===== src/sv/vmb_pkg.sv =====
// ============================================================================
// VU meter ballistics: shared package
// Widths, item types, register codes and the dB interpolation table.
// ============================================================================
package vmb_pkg;

	localparam int CHANNELS     = 16;
	localparam int SAMPLE_WIDTH = 16;
	localparam int CH_W         = (CHANNELS > 1) ? $clog2(CHANNELS) : 1;
	localparam int CHAN_W       = 4;
	localparam int IN_TDATA_W   = ((SAMPLE_WIDTH + 7) / 8) * 8;
	localparam int LEVEL_W      = 14;
	localparam int OUT_TDATA_W  = ((LEVEL_W + 7) / 8) * 8;
	localparam int COEF_W       = 48;
	localparam int HALF_W       = COEF_W / 2;
	localparam int MUL_W        = 2 * COEF_W;
	localparam int FRAC_W       = 40;
	localparam int PROD_W       = MUL_W - FRAC_W;
	localparam int ACC_W        = PROD_W + 3;
	localparam int XSHIFT       = 45 - SAMPLE_WIDTH;
	localparam int OFFSET_W     = 15;
	localparam int OFFSET_RESET = 568;
	localparam int CFG_INDEX_W  = 3;
	localparam int POS_W        = $clog2(COEF_W);
	localparam int QUEUE_DEPTH  = 2;
	localparam int LEVEL_LOW    = -5120;
	localparam int LEVEL_HIGH   = 768;
	localparam int OCTAVE       = 24660;
	localparam int TABLE_W      = 15;

	// 20*log10(1 + i/16) in 1/4096 dB.
	localparam logic [TABLE_W-1:0] DB_TABLE [0:16] = '{
		15'd0, 15'd2157, 15'd4190, 15'd6114, 15'd7939, 15'd9675, 15'd11330,
		15'd12911, 15'd14425, 15'd15878, 15'd17273, 15'd18616, 15'd19910,
		15'd21158, 15'd22364, 15'd23531, 15'd24660
	};

	typedef logic signed [COEF_W-1:0] coef_t;

	typedef struct packed {
		coef_t a0_recip;
		coef_t a1;
		coef_t a2;
		coef_t b_outer;
		coef_t b_middle;
	} coef_set_t;

	typedef struct packed {
		logic                    ok;
		logic [CHAN_W-1:0]       channel;
		logic [SAMPLE_WIDTH-1:0] mag;
	} item_t;

	typedef struct packed {
		logic [CHAN_W-1:0] channel;
		coef_t             y;
	} lvl_req_t;

	typedef enum logic [CFG_INDEX_W-1:0] {
		REG_A0_RECIP     = 3'd0,
		REG_A1           = 3'd1,
		REG_A2           = 3'd2,
		REG_B_OUTER      = 3'd3,
		REG_B_MIDDLE     = 3'd4,
		REG_LEVEL_OFFSET = 3'd5
	} cfg_reg_t;

	typedef enum logic [2:0] {
		F_IDLE,
		F_TERMS,
		F_DRAIN,
		F_FINAL,
		F_SEND
	} filt_state_t;

endpackage


===== src/sv/vmb_level.sv =====
// ============================================================================
// VU meter ballistics: level converter
// Turns a filter output into clamped dB by leading one and table lookup.
// ============================================================================
module vmb_level import vmb_pkg::*; (
	input  logic                   clk,
	input  logic                   arst_n,
	input  logic signed [OFFSET_W-1:0] level_offset,
	input  logic                   y_valid,
	output logic                   y_ready,
	input  lvl_req_t               y_req,
	output logic                   m_tvalid,
	input  logic                   m_tready,
	output logic [OUT_TDATA_W-1:0] m_tdata,
	output logic [CHAN_W-1:0]      m_tuser
);

	localparam logic signed [19:0] LOW20  = 20'(LEVEL_LOW);
	localparam logic signed [19:0] HIGH20 = 20'(LEVEL_HIGH);

	logic v_s1_q, v_s2_q, v_s3_q, v_s4_q, out_valid_q;
	coef_t             y_s1, y_s2;
	logic [CHAN_W-1:0] ch_s1, ch_s2, ch_s3, ch_s4, chan_q;
	logic [POS_W-1:0]  p_s2, p_s3, p_s4;
	logic              pos_s2, pos_s3, pos_s4;
	logic [15:0]       r_s3;
	logic [TABLE_W-1:0] base_s4, interp_s4;
	logic [LEVEL_W-1:0] level_q;

	logic [COEF_W-2:0]  norm;
	logic [3:0]         idx;
	logic [TABLE_W-1:0] diff;
	logic [TABLE_W+11:0] slope;
	logic signed [7:0]  p_rel;
	logic signed [23:0] oct_term, total;
	logic signed [19:0] lvl_wide, lvl_clamp;
	logic               out_free;

	function automatic logic [POS_W-1:0] lead_one(input logic [COEF_W-2:0] u);
		logic [POS_W-1:0] p;
		p = '0;
		for (int i = 0; i < COEF_W - 1; i++) begin
			if (u[i]) begin
				p = POS_W'(i);
			end
		end
		return p;
	endfunction

	assign y_ready  = !(v_s1_q || v_s2_q || v_s3_q || v_s4_q);
	assign out_free = !out_valid_q || m_tready;

	assign norm  = y_s2[COEF_W-2:0] << (POS_W'(COEF_W - 2) - p_s2);
	assign idx   = r_s3[15:12];
	assign diff  = DB_TABLE[5'(idx) + 5'd1] - DB_TABLE[5'(idx)];
	assign slope = (TABLE_W+12)'(diff) * (TABLE_W+12)'(r_s3[11:0]);

	always_comb begin
		p_rel    = $signed({2'b00, p_s4}) - 8'sd40;
		oct_term = 24'(p_rel) * 24'(OCTAVE);
		total    = oct_term + 24'($signed({1'b0, base_s4})) + 24'($signed({1'b0, interp_s4}))
			+ (24'(level_offset) <<< 4) + 24'sd8;
		lvl_wide = total[23:4];
		if (!pos_s4 || lvl_wide < LOW20) begin
			lvl_clamp = LOW20;
		end else if (lvl_wide > HIGH20) begin
			lvl_clamp = HIGH20;
		end else begin
			lvl_clamp = lvl_wide;
		end
	end

	always_ff @(posedge clk) begin
		if (y_valid && y_ready) begin
			y_s1  <= y_req.y;
			ch_s1 <= y_req.channel;
		end
		p_s2   <= lead_one(y_s1[COEF_W-2:0]);
		pos_s2 <= !y_s1[COEF_W-1] && (y_s1 != '0);
		y_s2   <= y_s1;
		ch_s2  <= ch_s1;
		r_s3   <= norm[COEF_W-3 -: 16];
		p_s3   <= p_s2;
		pos_s3 <= pos_s2;
		ch_s3  <= ch_s2;
		if (!v_s4_q || out_free) begin
			base_s4   <= DB_TABLE[5'(idx)];
			interp_s4 <= slope[TABLE_W+11:12];
			p_s4      <= p_s3;
			pos_s4    <= pos_s3;
			ch_s4     <= ch_s3;
		end
		if (v_s4_q && out_free) begin
			level_q <= LEVEL_W'(lvl_clamp);
			chan_q  <= ch_s4;
		end
	end

	always_ff @(posedge clk or negedge arst_n) begin
		if (!arst_n) begin
			v_s1_q      <= 1'b0;
			v_s2_q      <= 1'b0;
			v_s3_q      <= 1'b0;
			v_s4_q      <= 1'b0;
			out_valid_q <= 1'b0;
		end else begin
			v_s1_q <= y_valid && y_ready;
			v_s2_q <= v_s1_q;
			v_s3_q <= v_s2_q;
			v_s4_q <= v_s3_q || (v_s4_q && !out_free);
			if (v_s4_q && out_free) begin
				out_valid_q <= 1'b1;
			end else if (m_tready) begin
				out_valid_q <= 1'b0;
			end
		end
	end

	assign m_tvalid = out_valid_q;
	assign m_tdata  = OUT_TDATA_W'(level_q);
	assign m_tuser  = chan_q;

endmodule


===== config.mk =====
export PLATFORM = sky130hd
export DESIGN_NAME = vmb_level
export DESIGN_NICKNAME = d
export VERILOG_FILES = /design/src/sv/vmb_pkg.sv /design/src/sv/vmb_level.sv
export SDC_FILE = /design/constraint.sdc
export NUM_CORES = 1
export LEC_CHECK = 0
export BUFFER_PORTS_ARGS = -buffer_cell sky130_fd_sc_hd__buf_4
export CAP_MARGIN = 20
export CORE_MARGIN = 5
export CORE_UTILIZATION = 25
export DETAILED_ROUTE_END_ITERATION = 10
export GPL_ROUTABILITY_DRIVEN = 0
export GPL_TIMING_DRIVEN = 1
export RECOVER_POWER = 100
export SLEW_MARGIN = 0
export SYNTH_ARGS = -nofsm -noshare
export SYNTH_HDL_FRONTEND = slang
export SYNTH_SLANG_ARGS = --single-unit

===== constraint.sdc =====
create_clock -name clk -period 24.5 [get_ports clk]
set_input_delay 1.225 -clock clk [delete_from_list [all_inputs] [get_ports clk]]
set_output_delay 1.225 -clock clk [all_outputs]
set_load 0.005 [all_outputs]

* Yosys cells after proc, flatten, opt, wreduce, memory -nomap -nowiden
Memory sizes are Yosys's and may differ from the RTL's.
Index checks and enable logic that the tools add are counted.
** Word-level totals
- Word-level logic and storage cells :: 120
- Output and inout bits :: 22
- Register bits after elaboration :: 201
- Input bits :: 71
- Bits in read-only memories :: 960
- Memories :: 2
** Operators by class
- Magnitude comparators :: 4
- Reductions and logical operators :: 23
- Multiply operators :: 2
- Shift operators :: 1
- Bitwise logic cells :: 2
- Muxes and demuxes :: 52
- Add/subtract/negate cells :: 8
** Memories
- (name not given) :: words 32, bits a word 15, rd ports 1, clocked after memory_dff 0, write ports 0, line vmb_level.sv:87 : base_s4 <= DB_TABLE[5'(idx)];
- (name not given) :: words 32, bits a word 15, rd ports 1, clocked after memory_dff 0, write ports 0, line vmb_level.sv:55 : assign diff = DB_TABLE[5'(idx) + 5'd1] - DB_TABLE[5'(idx)];
** Operators by type and width (number)
- 6-bit two-way mux :: 29
- 15-bit two-way mux :: 4
- 48-bit nonzero test :: 1
- 47-bit by 6-bit << shifter with 46-bit output :: 1
- 4-bit two-way mux :: 8
- 15-bit by 12-bit multiplier with 27-bit output :: 1
- 23-bit by 16-bit adder with 24-bit output :: 1
- 24-bit by 16-bit adder with 24-bit output :: 1
- 24-bit by 19-bit adder with 24-bit output :: 1
- 24-bit by 5-bit adder with 24-bit output, second input constant :: 1
- 7-bit by 14-bit multiplier with 21-bit output, second input constant :: 1
- 20-bit by 11-bit greater-than comparator with 1-bit output, second input constant :: 1
- 20-bit by 14-bit < comparator with 1-bit output, second input constant :: 1
- 15-bit OR reduction :: 1
- 15-bit subtractor :: 1
- 14-bit two-way mux :: 1
- 6-bit greater-or-equal comparator, second input constant :: 2
- 3-bit two-way mux :: 4
- 1-bit logical OR :: 7
- 7-bit OR reduction :: 1
- 6-bit by 6-bit subtractor with 7-bit output, second input constant :: 1
- 1-bit zero test :: 6
- 2-bit two-way mux :: 3
- 4-bit NOT with 6-bit output :: 1
- other kinds (8) :: 13

* Logic depth before layout (Yosys ltp)
- Depth in word-level cells :: 45
- Mapped depth :: 40
- Mapped depth without buffers :: 39

* Least setup slack after synthesis
OpenSTA, ideal clock, no wires.
- Path type :: register to register
- Start :: reg r_s3[13]
- End :: reg interp_s4[14], data pin
- Slack :: 15.690 ns
- Cell stages (with the launch flop) :: 41
- Data arrival time :: 8.550 ns
- Required time :: 24.240 ns
- Path through :: dfxtp_1 ha_1 inv_1 ha_1 clkbuf_1 nor2_1 o21ai_0 o211ai_1 nand2_1 ha_1 inv_1 fa_1 a21o_1 a21oi_1 o21ai_0 a21o_1 a21oi_1 inv_1 [... 5 more ...] fa_1 inv_1 fa_1 inv_1 fa_1 inv_1 fa_1 ha_1 a21oi_1 o21ai_0 a21oi_1 o211ai_1 a31oi_1 a211o_1 nor2_1 o31a_1 nor2_1 xnor2_1
** Between the ends
- Cells in the longest elaborated chain, start to end :: 7
- Elaborated cells between the ends (all ways) :: 11
- Classes of those cells :: add/sub: 2; mul: 1; mux: 4; bitwise: 2; memory: 2
** Ends and longest elaborated chain
- from (decl) :: line vmb_level.sv:26 : logic [15:0] r_s3;
- from (signal assigned) :: line vmb_level.sv:82 : r_s3 <= norm[COEF_W-3 -: 16];
- 4-bit by 1-bit adder with 5-bit output :: line vmb_level.sv:55
- 5-bit NOT with 6-bit output (implied by the code) :: line vmb_level.sv:55
- memory 32 x 15 bit
- 15-bit two-way mux (implied by the code) (2 in series) :: line vmb_level.sv:55
- 15-bit subtractor * :: line vmb_level.sv:55
- 15-bit by 12-bit multiplier with 27-bit output * :: line vmb_level.sv:56 : assign slope = (TABLE_W+12)'(diff) * (TABLE_W+12)'(r_s3[11:0]);
- via slope[26] :: line vmb_level.sv:33 : logic [TABLE_W+11:0] slope;
- to (signal assigned) :: line vmb_level.sv:88 : interp_s4 <= slope[TABLE_W+11:12];
- to (decl) :: line vmb_level.sv:27 : logic [TABLE_W-1:0] base_s4, interp_s4;
Mark *: on every way through the listed nets, which the timed path passes. The rest lies on a longest branch. The select of a mux whose other input is x is not followed.
A chain may end at the register's enable or synchronous reset.

* Final worst setup path
Same ends and word-level chain as after synthesis.

==> reports/results.ini <==
[run_status]
outcome=complete, but fails checks
violations=capacitance limit, slew limit

[synthesis]
synth.yosys.seq_area_share=0.284
synth_flop_cell=edfxtp_1
syn_avg_cell_area_sq_um=9.69
synth_warnings=0
synthTopCellsByArea=edfxtp_1, fa_1, ha_1, dfxtp_1, inv_1
synth_area_sq_um=18100
postSynthCellCount=1870
synth_top_area_frac=0.184
ys_types=76
async_flop_share=0.0250
yosys.area.top_type=edfxtp_1
ys_ff_latch=200
synth-edff-count=111

[clock_tree]
cts_buffer_depth=2
htree_levels=4
clkLatencyLatePin_ps=460
clock-root-buffer=clkbuf_16
cts.hold.buffers_added=0
cts_buffers=17
clock-sinks=200
cts_setup_buffers=0
cts_resized=0
cts_tree=built
clk_pin_slew_ps=70

[setup_path]
end_kind=flip-flop
rr_worst_depth=39
cp_max_fo=23
critical_path_required_ps=24700
crit_path_start=r_s3[13]
worst_ep_arrival_time_ps=10590
critical_path.slowest_cell=dfxtp_1
r2r-end=interp_s4[14]
startpoint_type=flip-flop
worstSetupPathType=flip-flop to flip-flop
crit-reg2reg-launch=r_s3[13]
max_stage_delay_ps=730
regToRegSetupSlack_ps=14110

[routing]
drtIter0Drc=783
drc=0
vias=13053
dr.pass1.iters=9
wl_per_cell_um=14.2
via_per_inst=4.52
postRouteAntennaNets=0
wl_um=41100

[placement]
dp_hpwl_um=32800
io_buffer_count=90

[min_path]
hp-class=flip-flop to flip-flop
worstHoldPathCells=0
min_to=ch_s3[3]
worstHoldStart=ch_s2[3]

[floorplan]
rows=98
dieArea_sq_um=77900
fp.dieW_um=279
die-height_um=279
start_util=0.253
num_io_pins=93
coreArea_sq_um=71700

[finish]
drive_gt1_frac=0.0982
fill_cells=7558
final_nets=2331
most-common-layout-cells=inv_1, nand2_1, ha_1
syn2layout_area_growth_pct=12.7
layout_commonest_cell=inv_1
antenna_cells=0

[sta]
slew_violations=203
maxSlewHeadroom=-0.914
finalSetupViolations=0
min_period_over_period=0.424
timing.fmax_mhz=96.2
clock_skew_ps=16.3
worst_pin_slew_ps=2870
tns_ps=0
layout_min_cycle_time_ps=10390
rsz0062_at_grt=false
finalHoldViolCount=0

[global_routing]
grt_pass1_wl_um=68300
globalRouteOverflowTotal=0
grt_pass1_vias=12959
antenna_found_initial=0
grtUsageTotal=0.106
grt_max_degree=58

[run]
timing.max_cap.violations=4

-- synthesized netlist by cell type, types with 39 or more instances --
cell      number
a21oi_1       94
fa_1         162
inv_1        238
clkbuf_1      66
nor2_1       114
dfxtp_1       84
nand2_1      221
nand3_1       39
mux2i_1       42
and2_1        53
o21ai_0       81
ha_1         176
edfxtp_1     111
-- worst max path at each step --
stage / end / slack (ps) / depth (start not counted)
6_report: interp_s4[14] / 14110 / 39
3_3_place_gp: interp_s4[14] / 14450 / 39
4_1_cts: interp_s4[14] / 14220 / 39
3_5_place_dp: interp_s4[14] / 14280 / 39
5_1_grt: interp_s4[14] / 13260 / 37
2_1_floorplan: interp_s4[14] / 15690 / 40
-- routing by layer --
layer / vias to the layer above / part of all wire / global-route usage
li1: 6484 / - / -
met1: 6252 / 0.48 / 0.148
met2: 275 / 0.46 / 0.174
met3: 42 / 0.046 / 0.0176
met4: 0 / 0.014 / 0.0241
met5: - / 0 / 0
-- state kept, by name, indices dropped and copies added, names as in the netlist, 4 cells and up --
name       cells
y_s2          46
y_s1          48
ch_s1          4
interp_s4     15
level_q       14
r_s3          16
p_s2           6
m_tuser        4
p_s3           6
ch_s4          4
base_s4       15
ch_s3          4
p_s4           6
ch_s2          4
-- layout make-up --
class | instances | area, sq um | share of cell area
flip-flops and latches | 200 | 5140 | 0.252
clock inverters | 14 | 181 | 0.00889
repair buffers | 110 | 803 | 0.0393
inverters | 238 | 893 | 0.0438
clock buffers | 18 | 429 | 0.0210
multi-input cells | 1355 | 11800 | 0.577
well taps | 950 | 1190 | 0.0582
-- logic make-up after synthesis --
group | count (synthesis) | synth area share
AO/OA/AOI/OAI | 324 | 0.114
XOR/XNOR | 58 | 0.0280
adder cells (fa/ha/maj) | 338 | 0.301
buffers and inverters | 316 | 0.0662
flip-flops | 200 | 0.284
multiplexers | 79 | 0.0611
other | 1 | 0.000207
AND/OR/NAND/NOR | 554 | 0.146
-- worst max-delay path: cells and delay by family, from the launching register on --
family                     cells  cell delay (ps)
and+or+nand+nor                6              840
adders and majority gates     10             4420
xor gates and xnor gates       2              540
buffers and inverters          6              400
AOI/OAI and AO/OA             15             3190
DFF                            1              730
-- metrics by stage --
| step | area (sq um) | util | instances | hold slack, ps | setup WS, ps |
|---|---|---|---|---|---|
| 6_report | 20400 | 0.285 | 2885 | 328 | 14110 |
| 5_1_grt | 20400 | 0.285 | 2885 | 341 | 13260 |
| 4_1_cts | 20500 | 0.285 | 2885 | 331 | 14220 |
| 3_5_place_dp | 19900 | 0.277 | 2853 | 313 | 14280 |
| 3_3_place_gp | 19900 | 0.277 | 2853 | 310 | 14450 |
| 2_1_floorplan | 18100 | - | 1871 | 310 | 15690 |
Power is not shown: default switching activity piles up to over one toggle a cycle in this logic, so the estimate is an artifact.
